### config.mk
export PLATFORM = sky130hd
export DESIGN_NAME = vweld_cmp
export DESIGN_NICKNAME = d
export VERILOG_FILES = /design/src/rtl/vweld_pkg.sv /design/src/rtl/vweld_cmp.sv
export SDC_FILE = /design/constraint.sdc
export NUM_CORES = 1
export LEC_CHECK = 0
export CORE_MARGIN = 3
export CORE_UTILIZATION = 67
export CTS_BUF_LIST = sky130_fd_sc_hd__clkbuf_16
export CTS_CLUSTER_SIZE = 30
export DETAILED_ROUTE_END_ITERATION = 7
export DONT_BUFFER_PORTS = 1
export GPL_TIMING_DRIVEN = 0
export PLACE_DENSITY = 0.83
export SLEW_MARGIN = 10
export SYNTH_ARGS = -nofsm -noshare
export SYNTH_HDL_FRONTEND = slang
export SYNTH_SLANG_ARGS = --single-unit
### constraint.sdc
create_clock -name clk -period 5.3 [get_ports clk]
set_input_delay 1.59 -clock clk [delete_from_list [all_inputs] [get_ports clk]]
set_output_delay 1.59 -clock clk [all_outputs]
set_load 0.1 [all_outputs]
### src/rtl/vweld_pkg.sv
// Package for the vertex welding block.
// Holds command codes and the fixed field widths used by the top level and the compare unit.
// No dependencies.
package vweld_pkg;

  localparam int IDX_W  = 10;
  localparam int TOL_W  = 31;
  localparam int DIFF_W = 34;

  localparam logic [1:0] CMD_CLEAR  = 2'd0;
  localparam logic [1:0] CMD_VERTEX = 2'd1;
  localparam logic [1:0] CMD_REMAP  = 2'd2;

endpackage

### src/rtl/vweld_cmp.sv
// Position compare unit of the vertex welding block.
// Registers the three coordinate differences, then checks them against the tolerance.
// Depends on vweld_pkg.
module vweld_cmp #(
  parameter int COORD_WIDTH = 32
) (
  input  logic                                clk,
  input  logic                                en,
  input  logic [2:0][COORD_WIDTH-1:0]         pos_a,
  input  logic [2:0][COORD_WIDTH-1:0]         pos_b,
  input  logic [vweld_pkg::TOL_W-1:0]         tol,
  input  logic signed [vweld_pkg::DIFF_W-1:0] tol_neg,
  output logic                                match
);
  import vweld_pkg::*;

  logic signed [DIFF_W-1:0] diff [3];
  logic signed [DIFF_W-1:0] tol_pos;
  logic [2:0]               coord_ok;

  assign tol_pos = $signed({{(DIFF_W-TOL_W){1'b0}}, tol});

  for (genvar k = 0; k < 3; k++) begin : g_coord
    always_ff @(posedge clk) begin
      if (en) begin
        diff[k] <= $signed({{(DIFF_W-COORD_WIDTH){pos_a[k][COORD_WIDTH-1]}}, pos_a[k]}) -
                   $signed({{(DIFF_W-COORD_WIDTH){pos_b[k][COORD_WIDTH-1]}}, pos_b[k]});
      end
    end

    assign coord_ok[k] = (diff[k] == '0) || ((diff[k] < tol_pos) && (diff[k] > tol_neg));
  end

  assign match = &coord_ok;

endmodule
# Yosys cells after proc, flatten, opt, wreduce, memory -nomap -nowiden
# Memory sizes are Yosys's and may differ from the RTL's.
# Index checks and enable logic that the tools add are counted.
[classes]
add_sub_neg = 3
multipliers = 0
div_mod_pow = 0
n_lt_le_gt_ge = 6
n_eq_ne = 0
shifts = 0
muxes = 2
bitwise = 0
n_reduce_logical = 10
[ops]
columns = ["operator", "count"]
rows = [
  ["$gt 34x34->1", 3],
  ["$logic_not 34->1", 3],
  ["$lt 34x32->1", 3],
  ["$sub 32x32->33", 3],
  ["$logic_and 1x1->1", 3],
  ["$logic_or 1x1->1", 3],
  ["$reduce_and 3->1", 1],
  ["$mux 1", 2],
]
[word_totals]
regBits = 0
latchBits = 0
ram_bits = 102
romBits = 0
inputBits = 259
out_inout_bits = 1
elab_cells = 22
n_memories = 1
[mem_list]
columns = ["name", "depth", "word_bits", "rd", "rd_ports_with_merged_regs", "write_ports", "line", "rtl"]
rows = [
  ["diff", 3, 34, 3, 0, 3, "vweld_cmp.sv:17", "logic signed [DIFF_W-1:0] diff [3];"],
]

# Depth between registers and ports, before layout
# An unclocked memory read counts as a cell.
[logic_depth]
word_depth = 5
depth_mapped = 12
ltp_nobuf = 12

# Worst setup path before layout
# OpenSTA, ideal clock, no wires.
[synth_path]
path_kind = "input port to output port"
startpoint = "input tol_neg[7] (netlist bit)"
endpoint = "output match"
arrival_time_ns = 5.609
t_required_ns = 3.710
setup_slack_ns = -1.899
stages = 10
path_buffers = 0
cell_sequence = "inv_1 -> ha_1 -> a21o_1 -> a21o_1 -> a211oi_1 -> o31ai_1 -> a221oi_1 -> xnor2_1 -> a211o_1 -> a222oi_1"
[synth_via]
elab_chain_cells = 4
word_cells_on_any_way = 10
classes_between = "3 x order compare; 7 x reduce/logical"
[synth_rtl]
columns = ["element", "line", "rtl"]
rows = [
  ["start, declared", "vweld_cmp.sv:12", "input logic signed [vweld_pkg::DIFF_W-1:0] tol_neg,"],
  ["$gt 34x34->1", "vweld_cmp.sv:31", "assign coord_ok[k] = (diff[k] == '0) || ((diff[k] < tol_pos) && (diff[k] > tol_neg));"],
  ["$logic_and 1x1->1", "vweld_cmp.sv:31", ""],
  ["$logic_or 1x1->1", "vweld_cmp.sv:31", ""],
  ["$reduce_and 3->1 (*)", "vweld_cmp.sv:34", "assign match = &coord_ok;"],
  ["end, declared", "vweld_cmp.sv:13", "output logic match"],
]
# Mark *: on every way between the ends. The rest lies on a longest branch, timed or not.

# Final worst setup path
[layout_path]
startpoint = "input tol[2] (netlist bit)"
endpoint = "output match"
[layout_via]
elab_chain_cells = 4
word_cells_on_any_way = 10
classes_between = "3 x order compare; 7 x reduce/logical"
[layout_rtl]
columns = ["element", "line", "rtl"]
rows = [
  ["start, declared", "vweld_cmp.sv:11", "input logic [vweld_pkg::TOL_W-1:0] tol,"],
  ["$lt 34x32->1", "vweld_cmp.sv:31", ""],
  ["$logic_and 1x1->1", "vweld_cmp.sv:31", ""],
  ["$logic_or 1x1->1", "vweld_cmp.sv:31", ""],
  ["$reduce_and 3->1 (*)", "vweld_cmp.sv:34", ""],
]
# Marks and branches as above.

==> results.json <==
{
  "die-area_sq_mm": 0.0206,
  "drv_cap": 0,
  "finalSetupViolCount": 1,
  "fin_crit_sh_pct": 114,
  "synthToLayoutAreaGrowth_pct": 8.39,
  "antenna_left": 0,
  "port_buffers": 0,
  "layout-drive-gt1-share_pct": 7.08,
  "cts_buffer_depth": 2,
  "worstSetupStartpoint": "tol[2]",
  "holdWs_ns": 1.35,
  "crit_type": "in2out",
  "tightestPinTransition_ns": 0.728,
  "first_pass_iters": 6,
  "die_w_um": 143,
  "fin_cells": 1697,
  "hold_class": "in2reg",
  "critPathTopFamily": "compound AO/OA/AOI/OAI gates",
  "p_per_area_mw_per_mm2": 239,
  "slowest_stage": "a222oi_1",
  "critPathMaxStageDelay_ns": 0.61,
  "cts_root_buf": "clkbuf_16",
  "worst-path-stages": 12,
  "violations": "negative setup slack",
  "dpl.cell_count": 1668,
  "synth-seq-cells": 99,
  "p_leak_nw": 6.44,
  "core-area_sq_mm": 0.0183,
  "grt_max_degree": 100,
  "num_io_pins": 260,
  "regMostFlops": "diff",
  "slew_viol_final": 0,
  "cts_sinks": 99,
  "fin_nets": 2013,
  "gp_congestion": 0.960,
  "rows": 49,
  "yosys_most_used_dff": "edfxtp_1",
  "crit_fanout": 3,
  "worst_setup_path_end_kind": "primary output",
  "final_common_cell": "ha_1",
  "grt_usage_pct": 32.0,
  "start_util_pct": 69.3,
  "hpwl_um": 28300,
  "cts_tree": "done",
  "drtIter0Drc": 938,
  "cts_inserted_buffers": 9,
  "htreeDepth": 3,
  "grt_pass1_wl_um": 52300,
  "yosys_warnings": 0,
  "path_clk_slew_ns": 0.07,
  "grt_setup_unrepaired": "yes",
  "routed_via_density": 6.56,
  "yosysSeqAreaShare_pct": 23.5,
  "yosysTopAreaCell": "ha_1",
  "arrival_ns": 4.45,
  "drt-total-wl_um": 34400,
  "fillers": 1362,
  "top_regs": "diff (99)",
  "syn_area_sq_mm": 0.0127,
  "hold_violations": 0,
  "ys_top_cells_by_area": "ha_1 (28%), edfxtp_1 (23%), inv_1 (6.1%)",
  "max_freq_mhz": 166,
  "critPathRequiredTime_ns": 3.71,
  "chipHeight_um": 143,
  "relSlewSlack_pct": 51.0,
  "min_period_ns": 6.04,
  "ir_drop_v": 0.000150,
  "async_reset_ff_share_pct": 0,
  "fin_ws_ns": -0.736,
  "grt-ovfl-total": 0,
  "synthDistinctLibCells": 72,
  "yosysTopAreaCellShare_pct": 28.5,
  "run_status": "complete, but fails checks",
  "finish.utilization_pct": 75.1,
  "grt_pass1_vias": 10800,
  "netlist_instances": 1438,
  "synth_edf_count": 99,
  "critPathLaunchType": "input pin",
  "synth_area_per_cell_sq_um": 8.80,
  "syn_nets": 1988,
  "vias": 11100,
  "wl_per_cell_um": 20.2,
  "antenna_found_initial": 0,
  "path_buf_inv": 2,
  "drc": 0,
  "largest_register_ffs": 99,
  "p_total_mw": 3.28,
  "endpoint": "match",
  "layout_common_cells": "ha_1 (272), inv_1 (192), a21oi_1 (123)",
  "antenna_cells": 0,
  "cp_cell_sequence": "inv_2, ha_1, a21o_1, a31oi_1, o21ai_1, a2111oi_2, o21ai_1, a41o_1, o211ai_1, o211ai_1, a222oi_1, clkbuf_16"
}
==> metal layers <==
| metal | GRT usage (%) | vias up | wire [um] |
|---|---|---|---|
| met5 | 0 | - | 0 |
| met4 | 13.7 | 0 | 1380 |
| met3 | 6.39 | 115 | 2820 |
| met2 | 54.0 | 494 | 16300 |
| met1 | 40.0 | 5134 | 13900 |
| li1 | - | 5396 | - |
==> what timing repair did <==
| action | in CTS | in global routing |
|---|---|---|
| buffers inserted | 9 | 4 |
| setup endpoints to repair | 1 | 1 |
| resized for setup | 17 | 15 |
| pin swaps | 9 | 10 |
| gates cloned | 0 | 0 |
| hold buffers | 0 | 0 |
==> kinds of logic after synthesis <==
kind of cell	after synthesis	synth area share (%)
AO/OA/AOI/OAI	419	21.8
AND/OR/NAND/NOR	337	13.8
adder cells (fa/ha/maj)	291	28.9
buffers and inverters	210	6.36
flip-flops	99	23.5
XOR/XNOR	80	5.53
multiplexers	2	0.158
==> power by group <==
part           internal (mW)  switching [mW]  total [mW]
Sequential              1.04           0.183        1.22
Combinational          0.631           0.766        1.40
Clock                  0.331           0.323       0.654
==> per-stage QoR <==
stage | TNS [ns] | setup slack (ns) | instance area, sq um
6_report | -0.736 | -0.736 | 13700
5_1_grt | -0.793 | -0.793 | 13700
4_1_cts | -0.690 | -0.690 | 13600
3_5_place_dp | -0.849 | -0.849 | 13100
3_3_place_gp | -2.46 | -2.46 | 13100
2_1_floorplan | -1.76 | -1.76 | 12800
==> worst min path at each step <==
| stage | startpoint | endpoint | slack, ns | cells after the start |
|---|---|---|---|---|
| after floorplan | en | diff[0][0] | 1.70 | 0 |
| after global placement | en | diff[0][88] | 1.73 | 0 |
| after detailed placement | en | diff[0][92] | 1.73 | 0 |
| after CTS | en | diff[0][92] | 1.36 | 0 |
| after global routing | en | diff[0][92] | 1.36 | 0 |
| final | en | diff[0][92] | 1.35 | 0 |
==> cell type report <==
cell class              instances  area [sq um]  share of cell area, %
well taps                     229           287                   2.09
clock buffers                   9           225                   1.64
clock inverters                 7          70.1                  0.511
inverters                     206           816                   5.95
multi-input cells            1129          9200                   67.0
plain buffers                   4          32.5                  0.237
repair buffers                 14           123                  0.894
flip-flops and latches         99          2970                   21.7
==> cell usage after synthesis (6+ instances only) <==
master and count:
ha_1 288, o211ai_1 14, edfxtp_1 99, and3_1 8, o2111ai_1 8, nor3_1 20
a21oi_1 130, nor2b_1 25, o21bai_1 10, a211oi_1 25, inv_1 206, nand2b_1 19
o21ai_1 32, nand4_1 43, nand3_1 26, nand2_1 67, o31ai_1 6, o21a_1 18
xnor2_1 58, nor2_1 69, a31oi_1 13, xor2_1 22, o21ai_0 41, nor4_1 28
a21o_1 63
(Power assumes the default switching activity.)
